==> config.mk <==
export PLATFORM = sky130hd
export DESIGN_NAME = cartridge_image_flash_loader
export DESIGN_NICKNAME = d
export VERILOG_FILES = /design/src/cifl_pkg.sv /design/src/cartridge_image_flash_loader.sv /design/src/cifl_core.sv
export SDC_FILE = /design/constraint.sdc
export NUM_CORES = 1
export LEC_CHECK = 0
export ABC_AREA = 0
export BUFFER_PORTS_ARGS = -buffer_cell sky130_fd_sc_hd__buf_2
export CAP_MARGIN = 25
export CORE_MARGIN = 5
export CORE_UTILIZATION = 40
export CTS_BUF_LIST = sky130_fd_sc_hd__clkbuf_16
export CTS_CLUSTER_DIAMETER = 200
export DETAILED_ROUTE_END_ITERATION = 8
export GPL_TIMING_DRIVEN = 0
export PLACE_DENSITY = 0.54
export SLEW_MARGIN = 30
export SYNTH_ARGS = -nofsm -noshare
export SYNTH_HDL_FRONTEND = slang
export SYNTH_SLANG_ARGS = --single-unit
==> constraint.sdc <==
create_clock -name clk -period 3.5 [get_ports clk]
set_input_delay 0.175 -clock clk [delete_from_list [all_inputs] [get_ports clk]]
set_output_delay 0.175 -clock clk [all_outputs]
set_load 0.005 [all_outputs]
==> src/cifl_pkg.sv <==
package cifl_pkg;

    typedef enum logic [2:0] {
        PH_IMAGE_HDR,
        PH_CHIP_HDR,
        PH_LOW_ONLY,
        PH_LOW_IL,
        PH_HIGH_IL
    } phase_t;

    // bank switch mode codes
    localparam logic [4:0] MODE_NONE = 5'd0;
    localparam logic [4:0] MODE_T32  = 5'd1;
    localparam logic [4:0] MODE_T19  = 5'd2;
    localparam logic [4:0] MODE_T7   = 5'd3;
    localparam logic [4:0] MODE_T43  = 5'd4;
    localparam logic [4:0] MODE_T57R = 5'd5;
    localparam logic [4:0] MODE_T57H = 5'd6;
    localparam logic [4:0] MODE_T3   = 5'd7;
    localparam logic [4:0] MODE_T1   = 5'd8;
    localparam logic [4:0] MODE_T9   = 5'd9;
    localparam logic [4:0] MODE_T15  = 5'd10;
    localparam logic [4:0] MODE_T60  = 5'd11;
    localparam logic [4:0] MODE_T18  = 5'd12;
    localparam logic [4:0] MODE_T5   = 5'd13;
    localparam logic [4:0] MODE_T21  = 5'd14;
    localparam logic [4:0] MODE_T10  = 5'd15;
    localparam logic [4:0] MODE_T4   = 5'd16;
    localparam logic [4:0] MODE_T17  = 5'd17;

    // status codes
    localparam logic [1:0] ST_OK        = 2'd0;
    localparam logic [1:0] ST_BAD_IMAGE = 2'd1;
    localparam logic [1:0] ST_BAD_CHIP  = 2'd2;
    localparam logic [1:0] ST_BAD_BANK  = 2'd3;

    localparam logic [15:0] TYPE_LOW_ONLY = 16'd36;
    localparam logic [15:0] ADDR_ROML     = 16'h8000;
    localparam logic [15:0] ADDR_ROMH_F   = 16'hf000;
    localparam logic [15:0] ADDR_ROMH_B   = 16'hb000;
    localparam logic [15:0] BANK_BYTES    = 16'd8192;

    typedef struct packed {
        logic [4:0] mode;
        logic [1:0] rom;
    } type_map_t;

    typedef struct packed {
        logic        write_enable;
        logic [19:0] flash_address;
        logic [7:0]  flash_data;
        logic [4:0]  cart_mode;
        logic [1:0]  rom_lines;
        logic [6:0]  bank_count;
        logic [1:0]  status;
        logic        end_of_image;
    } res_t;

    function automatic logic [7:0] image_sig(input logic [3:0] idx);
        logic [7:0] v;
        case (idx)
            4'd0:    v = 8'h43;
            4'd1:    v = 8'h36;
            4'd2:    v = 8'h34;
            4'd3:    v = 8'h20;
            4'd4:    v = 8'h43;
            4'd5:    v = 8'h41;
            4'd6:    v = 8'h52;
            4'd7:    v = 8'h54;
            4'd8:    v = 8'h52;
            4'd9:    v = 8'h49;
            4'd10:   v = 8'h44;
            4'd11:   v = 8'h47;
            4'd12:   v = 8'h45;
            default: v = 8'h20;
        endcase
        return v;
    endfunction

    function automatic logic [7:0] chip_sig(input logic [1:0] idx);
        logic [7:0] v;
        case (idx)
            2'd0:    v = 8'h43;
            2'd1:    v = 8'h48;
            2'd2:    v = 8'h49;
            default: v = 8'h50;
        endcase
        return v;
    endfunction

    function automatic type_map_t map_type(input logic [15:0] code, input logic [7:0] rsv0);
        type_map_t m;
        m.rom = 2'd1;
        case (code)
            16'd32:  begin m.mode = MODE_T32; m.rom = 2'd3; end
            16'd19:  m.mode = MODE_T19;
            16'd7:   m.mode = MODE_T7;
            16'd43:  m.mode = MODE_T43;
            16'd57:  m.mode = (rsv0 == 8'd0) ? MODE_T57R : MODE_T57H;
            16'd3:   begin m.mode = MODE_T3; m.rom = 2'd3; end
            16'd1:   m.mode = MODE_T1;
            16'd9:   m.mode = MODE_T9;
            16'd15:  m.mode = MODE_T15;
            16'd60:  m.mode = MODE_T60;
            16'd18:  m.mode = MODE_T18;
            16'd5:   m.mode = MODE_T5;
            16'd21:  begin m.mode = MODE_T21; m.rom = 2'd3; end
            16'd10:  m.mode = MODE_T10;
            16'd4:   m.mode = MODE_T4;
            16'd17:  m.mode = MODE_T17;
            default: begin m.mode = MODE_NONE; m.rom = 2'd0; end
        endcase
        return m;
    endfunction

    function automatic logic low_only(input logic [4:0] mode, input logic [15:0] code);
        logic r;
        case (mode)
            MODE_T19, MODE_T15, MODE_T7, MODE_T43,
            MODE_T5, MODE_T60, MODE_T57H, MODE_T57R: r = 1'b1;
            default: r = (code == TYPE_LOW_ONLY);
        endcase
        return r;
    endfunction

endpackage

==> src/cartridge_image_flash_loader.sv <==
// an input byte is held in the input register stage, then its parse result in the result register stage
// throughput: one image byte per cycle while m_axis_tready holds, set by the single registered parse step
// reset: rst_n clears parse state, raw_order and the valid flags of both stream stages at once
// an input transaction with tlast set ends the image; the next byte starts a new one
module cartridge_image_flash_loader #(
    parameter int MAX_BANKS = 64
) (
    input  logic        clk,
    input  logic        rst_n,
    // input stream
    input  logic        s_axis_tvalid,
    output logic        s_axis_tready,
    input  logic [7:0]  s_axis_tdata,   // [7:0] file_byte
    input  logic        s_axis_tlast,   // last_byte
    // result stream
    output logic        m_axis_tvalid,
    input  logic        m_axis_tready,
    // [0] write_enable, [20:1] flash_address, [28:21] flash_data,
    // [33:29] cart_mode, [35:34] rom_lines, [42:36] bank_count,
    // [44:43] status, [47:45] zero
    output logic [47:0] m_axis_tdata,
    output logic        m_axis_tlast,   // end_of_image
    // configuration write channel
    input  logic        cfg_valid,
    output logic        cfg_ready,
    input  logic [0:0]  cfg_data        // raw_order
);
    import cifl_pkg::*;

    logic       raw_order_reg, raw_order_next;
    logic       in_valid_reg, in_valid_next;
    logic [7:0] in_byte_reg, in_byte_next;
    logic       in_last_reg, in_last_next;
    logic       res_valid_reg, res_valid_next;
    res_t       res_reg, res_next;

    logic       out_free;
    logic       step;
    logic       s_take;
    logic       m_take;
    res_t       core_res;

    // result slot can be refilled when empty or being drained this cycle
    assign out_free      = !res_valid_reg || m_axis_tready;
    assign step          = in_valid_reg && out_free;
    assign s_axis_tready = !in_valid_reg || out_free;
    assign s_take        = s_axis_tvalid && s_axis_tready;
    assign m_take        = res_valid_reg && m_axis_tready;
    assign cfg_ready     = 1'b1;

    cifl_core #(
        .MAX_BANKS (MAX_BANKS)
    ) u_core (
        .clk       (clk),
        .rst_n     (rst_n),
        .step      (step),
        .file_byte (in_byte_reg),
        .last_byte (in_last_reg),
        .raw_order (raw_order_reg),
        .result    (core_res)
    );

    always_comb
    begin
        raw_order_next = (cfg_valid && cfg_ready) ? cfg_data[0] : raw_order_reg;

        // input register stage
        in_byte_next  = s_take ? s_axis_tdata : in_byte_reg;
        in_last_next  = s_take ? s_axis_tlast : in_last_reg;
        in_valid_next = s_take ? 1'b1 : (step ? 1'b0 : in_valid_reg);

        // result register stage
        res_next       = step ? core_res : res_reg;
        res_valid_next = step ? 1'b1 : (m_take ? 1'b0 : res_valid_reg);
    end

    always_ff @(posedge clk or negedge rst_n)
    begin
        if (!rst_n)
        begin
            raw_order_reg <= 1'b0;
            in_valid_reg  <= 1'b0;
            res_valid_reg <= 1'b0;
        end
        else
        begin
            raw_order_reg <= raw_order_next;
            in_valid_reg  <= in_valid_next;
            res_valid_reg <= res_valid_next;
        end
    end

    // payload, no reset needed
    always_ff @(posedge clk)
    begin
        in_byte_reg <= in_byte_next;
        in_last_reg <= in_last_next;
        res_reg     <= res_next;
    end

    assign m_axis_tvalid = res_valid_reg;
    assign m_axis_tlast  = res_reg.end_of_image;
    assign m_axis_tdata  = {3'd0, res_reg.status, res_reg.bank_count, res_reg.rom_lines,
                            res_reg.cart_mode, res_reg.flash_data, res_reg.flash_address,
                            res_reg.write_enable};

    // a flash write is only ever issued while the image is still clean
    assert property (@(posedge clk) disable iff (!rst_n)
        res_valid_reg && res_reg.write_enable |-> res_reg.status == ST_OK)
        else $error("flash write issued with error status");

    // no write means zeroed address and data
    assert property (@(posedge clk) disable iff (!rst_n)
        res_valid_reg && !res_reg.write_enable
            |-> res_reg.flash_address == 20'd0 && res_reg.flash_data == 8'd0)
        else $error("idle result carries address or data");

    // an empty result slot never blocks the input side
    assert property (@(posedge clk) disable iff (!rst_n)
        !res_valid_reg |-> s_axis_tready)
        else $error("input stalled with empty result slot");

    // a parsed byte always lands in the result slot on the next edge
    assert property (@(posedge clk) disable iff (!rst_n)
        step |=> res_valid_reg)
        else $error("parsed byte lost");

endmodule

==> src/cifl_core.sv <==
module cifl_core #(
    parameter int MAX_BANKS = 64
) (
    input  logic           clk,
    input  logic           rst_n,
    input  logic           step,
    input  logic [7:0]     file_byte,
    input  logic           last_byte,
    input  logic           raw_order,
    output cifl_pkg::res_t result
);
    import cifl_pkg::*;

    localparam int BANK_W = (MAX_BANKS > 1) ? $clog2(MAX_BANKS) : 1;
    localparam logic [15:0] BANK_LIMIT = 16'(MAX_BANKS);

    phase_t             phase_reg, phase_next;
    logic [12:0]        pos_reg, pos_next;
    logic [15:0]        type_reg, type_next;
    logic [4:0]         mode_reg, mode_next;
    logic [1:0]         rom_reg, rom_next;
    logic [15:0]        bank_reg, bank_next;
    logic [15:0]        load_reg, load_next;
    logic [15:0]        len_reg, len_next;
    logic [13:0]        rem_reg, rem_next;
    logic               hi_reg, hi_next;
    logic [BANK_W-1:0]  top_bank_reg, top_bank_next;
    logic [1:0]         err_reg, err_next;

    logic [5:0]   hdr_pos;
    logic [3:0]   chip_pos;
    logic [15:0]  len_hi;
    logic [13:0]  rem_dec;
    logic [12:0]  idx;
    logic [12:0]  ofs;
    logic         bank_ok;
    logic         we;
    logic [19:0]  addr;
    logic [31:0]  bank_sum;
    type_map_t    tmap;

    assign hdr_pos  = pos_reg[5:0];
    assign chip_pos = pos_reg[3:0];
    assign bank_ok  = bank_reg < BANK_LIMIT;
    assign rem_dec  = (rem_reg == 14'd0) ? 14'd0 : rem_reg - 14'd1;
    assign len_hi   = len_reg - BANK_BYTES;
    assign idx      = pos_reg + {hi_reg, 12'd0};
    assign ofs      = raw_order ? idx : {idx[7:0], idx[12:8]};
    assign tmap     = map_type(type_reg, file_byte);

    // next state
    always_comb
    begin
        phase_next    = phase_reg;
        pos_next      = pos_reg;
        type_next     = type_reg;
        mode_next     = mode_reg;
        rom_next      = rom_reg;
        bank_next     = bank_reg;
        load_next     = load_reg;
        len_next      = len_reg;
        rem_next      = rem_reg;
        hi_next       = hi_reg;
        top_bank_next = top_bank_reg;
        err_next      = err_reg;
        case (phase_reg)
            PH_IMAGE_HDR:
            begin
                if (hdr_pos < 6'd16 && file_byte != image_sig(hdr_pos[3:0])
                    && err_reg == ST_OK)
                    err_next = ST_BAD_IMAGE;
                if (hdr_pos == 6'd22 || hdr_pos == 6'd23)
                    type_next = {type_reg[7:0], file_byte};
                if (hdr_pos == 6'd26)
                begin
                    mode_next = tmap.mode;
                    rom_next  = tmap.rom;
                end
                if (hdr_pos == 6'd63)
                begin
                    pos_next   = 13'd0;
                    phase_next = PH_CHIP_HDR;
                end
                else
                    pos_next = 13'(hdr_pos) + 13'd1;
            end
            PH_CHIP_HDR:
            begin
                if (chip_pos < 4'd4 && file_byte != chip_sig(chip_pos[1:0])
                    && err_reg == ST_OK)
                    err_next = ST_BAD_CHIP;
                if (chip_pos == 4'd10 || chip_pos == 4'd11)
                    bank_next = {bank_reg[7:0], file_byte};
                if (chip_pos == 4'd12 || chip_pos == 4'd13)
                    load_next = {load_reg[7:0], file_byte};
                if (chip_pos == 4'd14 || chip_pos == 4'd15)
                    len_next = {len_reg[7:0], file_byte};
                if (chip_pos == 4'd11 && bank_next >= BANK_LIMIT && err_reg == ST_OK)
                    err_next = ST_BAD_BANK;
                pos_next = 13'(chip_pos) + 13'd1;
                if (chip_pos == 4'd15)
                begin
                    // start of chip data
                    pos_next = 13'd0;
                    hi_next  = 1'b0;
                    if (bank_ok && bank_reg[BANK_W-1:0] > top_bank_reg)
                        top_bank_next = bank_reg[BANK_W-1:0];
                    if (low_only(mode_reg, type_reg))
                    begin
                        rom_next   = 2'd1;
                        rem_next   = (len_next > BANK_BYTES) ? 14'd8192 : len_next[13:0];
                        phase_next = PH_LOW_ONLY;
                    end
                    else if (load_reg == ADDR_ROML)
                    begin
                        rom_next   = rom_reg | 2'd1;
                        rem_next   = (len_next > BANK_BYTES) ? 14'd8192 : len_next[13:0];
                        phase_next = PH_LOW_IL;
                    end
                    else
                    begin
                        hi_next    = (load_reg == ADDR_ROMH_F || load_reg == ADDR_ROMH_B);
                        rom_next   = rom_reg | 2'd2;
                        rem_next   = hi_next ? 14'd4096 : 14'd8192;
                        phase_next = PH_HIGH_IL;
                    end
                    if (rem_next == 14'd0)
                        phase_next = PH_CHIP_HDR;
                end
            end
            PH_LOW_ONLY, PH_LOW_IL, PH_HIGH_IL:
            begin
                pos_next = pos_reg + 13'd1;
                rem_next = rem_dec;
                if (rem_dec == 14'd0)
                begin
                    pos_next = 13'd0;
                    if (phase_reg == PH_LOW_IL && len_reg > BANK_BYTES)
                    begin
                        rom_next   = rom_reg | 2'd2;
                        hi_next    = 1'b0;
                        rem_next   = (len_hi > BANK_BYTES) ? 14'd8192 : len_hi[13:0];
                        phase_next = PH_HIGH_IL;
                    end
                    else
                        phase_next = PH_CHIP_HDR;
                end
            end
            default:
                phase_next = PH_IMAGE_HDR;
        endcase
    end

    // write outputs
    always_comb
    begin
        we   = 1'b0;
        addr = 20'd0;
        case (phase_reg)
            PH_LOW_ONLY:
            begin
                we   = (err_reg == ST_OK) && bank_ok;
                addr = {bank_reg[6:0], ofs};
            end
            PH_LOW_IL:
            begin
                we   = (err_reg == ST_OK) && bank_ok;
                addr = {bank_reg[5:0], ofs, 1'b0};
            end
            PH_HIGH_IL:
            begin
                we   = (err_reg == ST_OK) && bank_ok;
                addr = {bank_reg[5:0], ofs, 1'b1};
            end
            default:
            begin
                we   = 1'b0;
                addr = 20'd0;
            end
        endcase
    end

    assign bank_sum = 32'(top_bank_next) + 32'd1;

    always_comb
    begin
        result.write_enable  = we;
        result.flash_address = we ? addr : 20'd0;
        result.flash_data    = we ? file_byte : 8'd0;
        result.cart_mode     = mode_next;
        result.rom_lines     = rom_next;
        result.bank_count    = bank_sum[6:0];
        result.status        = err_next;
        result.end_of_image  = last_byte;
    end

    always_ff @(posedge clk or negedge rst_n)
    begin
        if (!rst_n)
        begin
            phase_reg    <= PH_IMAGE_HDR;
            pos_reg      <= '0;
            type_reg     <= '0;
            mode_reg     <= MODE_NONE;
            rom_reg      <= '0;
            bank_reg     <= '0;
            load_reg     <= '0;
            len_reg      <= '0;
            rem_reg      <= '0;
            hi_reg       <= 1'b0;
            top_bank_reg <= '0;
            err_reg      <= ST_OK;
        end
        else if (step)
        begin
            if (last_byte)
            begin
                // image ends: back to a fresh parse
                phase_reg    <= PH_IMAGE_HDR;
                pos_reg      <= '0;
                type_reg     <= '0;
                mode_reg     <= MODE_NONE;
                rom_reg      <= '0;
                bank_reg     <= '0;
                load_reg     <= '0;
                len_reg      <= '0;
                rem_reg      <= '0;
                hi_reg       <= 1'b0;
                top_bank_reg <= '0;
                err_reg      <= ST_OK;
            end
            else
            begin
                phase_reg    <= phase_next;
                pos_reg      <= pos_next;
                type_reg     <= type_next;
                mode_reg     <= mode_next;
                rom_reg      <= rom_next;
                bank_reg     <= bank_next;
                load_reg     <= load_next;
                len_reg      <= len_next;
                rem_reg      <= rem_next;
                hi_reg       <= hi_next;
                top_bank_reg <= top_bank_next;
                err_reg      <= err_next;
            end
        end
    end

endmodule

==> impl_metrics.tcl <==
set metrics [dict create \
    dp_slack_ns 0.01825 \
    grt_pass1_wl_um 44990 \
    largest_register_ffs 45 \
    path_clk_slew_ns 0.07 \
    reg2reg_slack_ns 0.21 \
    cts_root_buffer "clkbuf_16" \
    netlist_area_sq_um 9392 \
    drive_gt1_share_pct 12.53 \
    finalSetupViolCount 0 \
    tightest_slew_ns 0.9753 \
    power.switching_uw 1689 \
    status "completed" \
    drc 0 \
    max_stage_delay_ns 0.45 \
    arrival_ns 3.56 \
    n_antenna_cell 0 \
    place_hpwl_um 19780 \
    synth_top_area_cell "dfrtp_1" \
    startpoint_type "register" \
    mostFrequentLayoutCells "dfrtp_1 (113), nand2_1 (102), nor2_1 (80), buf_2 (62), clkbuf_1 (58)" \
    clkPwrFrac_pct 36.0 \
    place.gp.congestion 0.9279 \
    first_global_vias 7979 \
    max-cap-violations 0 \
    routed.top_layer "met4" \
    wl_per_cell_um 19.88 \
    cts_buffers 17 \
    num_io_pins 67 \
    period_share_pct 94.14 \
    synthTopCellsByArea "dfrtp_1 (30%), edfxtp_1 (18%), a22o_1 (4.9%)" \
    end_kind "register" \
    start_util_pct 40.37 \
    fin_ws_ns 0.2052 \
    p_sw_share_pct 31.99 \
    portBuffers 62 \
    p_comb_share_pct 20.7 \
    cellLeakagePower_uw 0.004513 \
    fp.dieW_um 163.2 \
    synth_edf_count 55 \
    syn2layout_area_growth_pct 16.79 \
    vias 8332 \
    path_cells "inv_1 > ha_1 > or3b_1 > o31a_1 > or3_4 > o31ai_4 > buf_6 > nand2_2 > a22o_1 > a22oi_1" \
    die_y_um 163.2 \
    finalCriticalPeriod_ns 3.295 \
    cts_sinks 168 \
    dieArea_sq_um 26640 \
    ys_warn_count 0 \
    slew_headroom_pct 34.81 \
    hold_viol 0 \
    synth_cell_types 76 \
    ys.flop_type "dfrtp_1" \
    p_per_area_nw_per_um2 481.4 \
    drt_pre_antenna_iters 6 \
    post_cts_buffers 0 \
    worstPathRequired_ns 3.77 \
    fp.coreArea_sq_um 23260 \
    ant_nets 0 \
    crit_family "compound AO/OA/AOI/OAI gates" \
    rsz0062_at_grt "false" \
    wl_met2_um 13330 \
    cts_tree "done" \
    cp_max_fo 10 \
    fmax_mhz 303.5 \
    yosys.area.top_type_share_pct 30.11 \
    hold_ws_ns 0.03208 \
    first_iter_violations 659 \
    hold_class "in -> reg" \
    slew_viol_final 0 \
    insertion_delay_ns 0.44 \
    fin_skew_ns 0.01173 \
    critPathKind "reg -> reg" \
    ir_worst_vdd_uv 298.6 \
    globalRoute.totalOverflow 0 \
    routed_wl_um 28230 \
    pwr-share-seq_pct 43.3 \
    antenna_found_initial 1 \
    core.rowCount 56 \
    crit_slowest_cell "or3b_1" \
    synth_seq_area_share_pct 47.70 \
    via_per_inst 5.868 \
    grt_use_total_pct 21.46 \
    final_common_cell "dfrtp_1" \
    wl_met3_um 1417 \
    synthCells 989 \
    cts_buffer_depth 2 \
    grt_max_degree 69 \
    met1_length_um 12930 \
    ys_ff_latch 168 \
    crit_buf_inv 2 \
    syn_area_per_cell_sq_um 9.496 \
    ys_async_sr_fraction_pct 67.26 \
    final_nets 1118 \
    internal-power_uw 3591 \
    htreeDepth 4 \
]
==> Yosys cell counts, drive strengths merged (15+ instances only) <==
cell and number:
edfxtp 55, and2 15, clkbuf 59, a22o 53
nor2 82, ha 15, nand2 103, dfrtp 113
a21oi 40, nor3 29, xnor2 15, nand3 19
a22oi 27, o21ai 62, nand4 34, inv 38
nor4 27
==> metal layers <==
layer  vias to the layer above  track usage [%]
li1                       3912                -
met1                      4097            30.56
met2                       281            34.55
met3                        42            2.826
met4                         0            6.100
met5                         -                0
==> power groups by stage <==
stage	clock [uW]	sequential, uW	combinational [uW]
after detailed placement	0	2320	1060
final	1900	2280	1090
after global placement	0	2330	1030
after global routing	2020	2300	1210
after floorplan	0	2300	722
after CTS	1940	2280	1080
==> tightest hold or removal path, stage by stage <==
cell and delay [ns]:
buf_2 0.08, nand2b_1 0.11, nand2b_1 0.06
==> final timing paths <==
kind                                     startpoint                      to  cells past startpoint
worst max-delay path              u_core.rem_reg[0]        m_axis_tdata[35]                     10
worst min-delay path                  m_axis_tready           m_axis_tvalid                      3
worst max register to register    u_core.rem_reg[0]        m_axis_tdata[35]                     10
worst min register to register  u_core.load_reg[15]     u_core.load_reg[15]                      2
max in group asynchronous                     rst_n       u_core.len_reg[9]                      3
min in group asynchronous                     rst_n  u_core.top_bank_reg[2]                      2
==> stage by stage <==
| step | TNS (ns) | std cells | power, uW | cell area (sq um) | util, % |
|---|---|---|---|---|---|
| final | 0 | 1420 | 5280 | 10970 | 47.15 |
| after global routing | 0 | 1420 | 5535 | 10970 | 47.15 |
| after CTS | 0 | 1420 | 5297 | 10940 | 47.01 |
| after detailed placement | 0 | 1375 | 3378 | 10220 | 43.93 |
| after global placement | -48.93 | 1372 | 3356 | 10110 | 43.45 |
| after floorplan | 0 | 991 | 3020 | 9399 | - |
==> final cells by class <==
type / count / area, sq um
fillers: 2289 / 12290
multi-input cells: 717 / 4546
flip-flops and latches: 168 / 4479
repair buffers: 78 / 533.0
clock buffers: 17 / 425.4
well taps: 319 / 399.1
plain buffers: 67 / 276.5
clock inverters: 15 / 162.7
inverters: 39 / 146.4
==> kinds of logic (layout without fill, tap and decap cells) <==
kind of cell	Yosys count	after routing	share of synthesized area, %
other cells	2	4	0.07997
compound gates	274	274	20.54
buf+inv	106	216	4.476
mux	22	22	2.611
xor+xnor	19	19	1.772
fa+ha+maj	15	15	1.998
flops	168	168	47.70
simple gates	383	383	20.82
==> what timing repair did <==
item	in CTS	in global routing
hold endpoints to repair	56	0
hold buffers	13	0
gates resized for setup	0	10
endpoints found under the setup margin	0	26
Power figures use the tool's default switching activity.
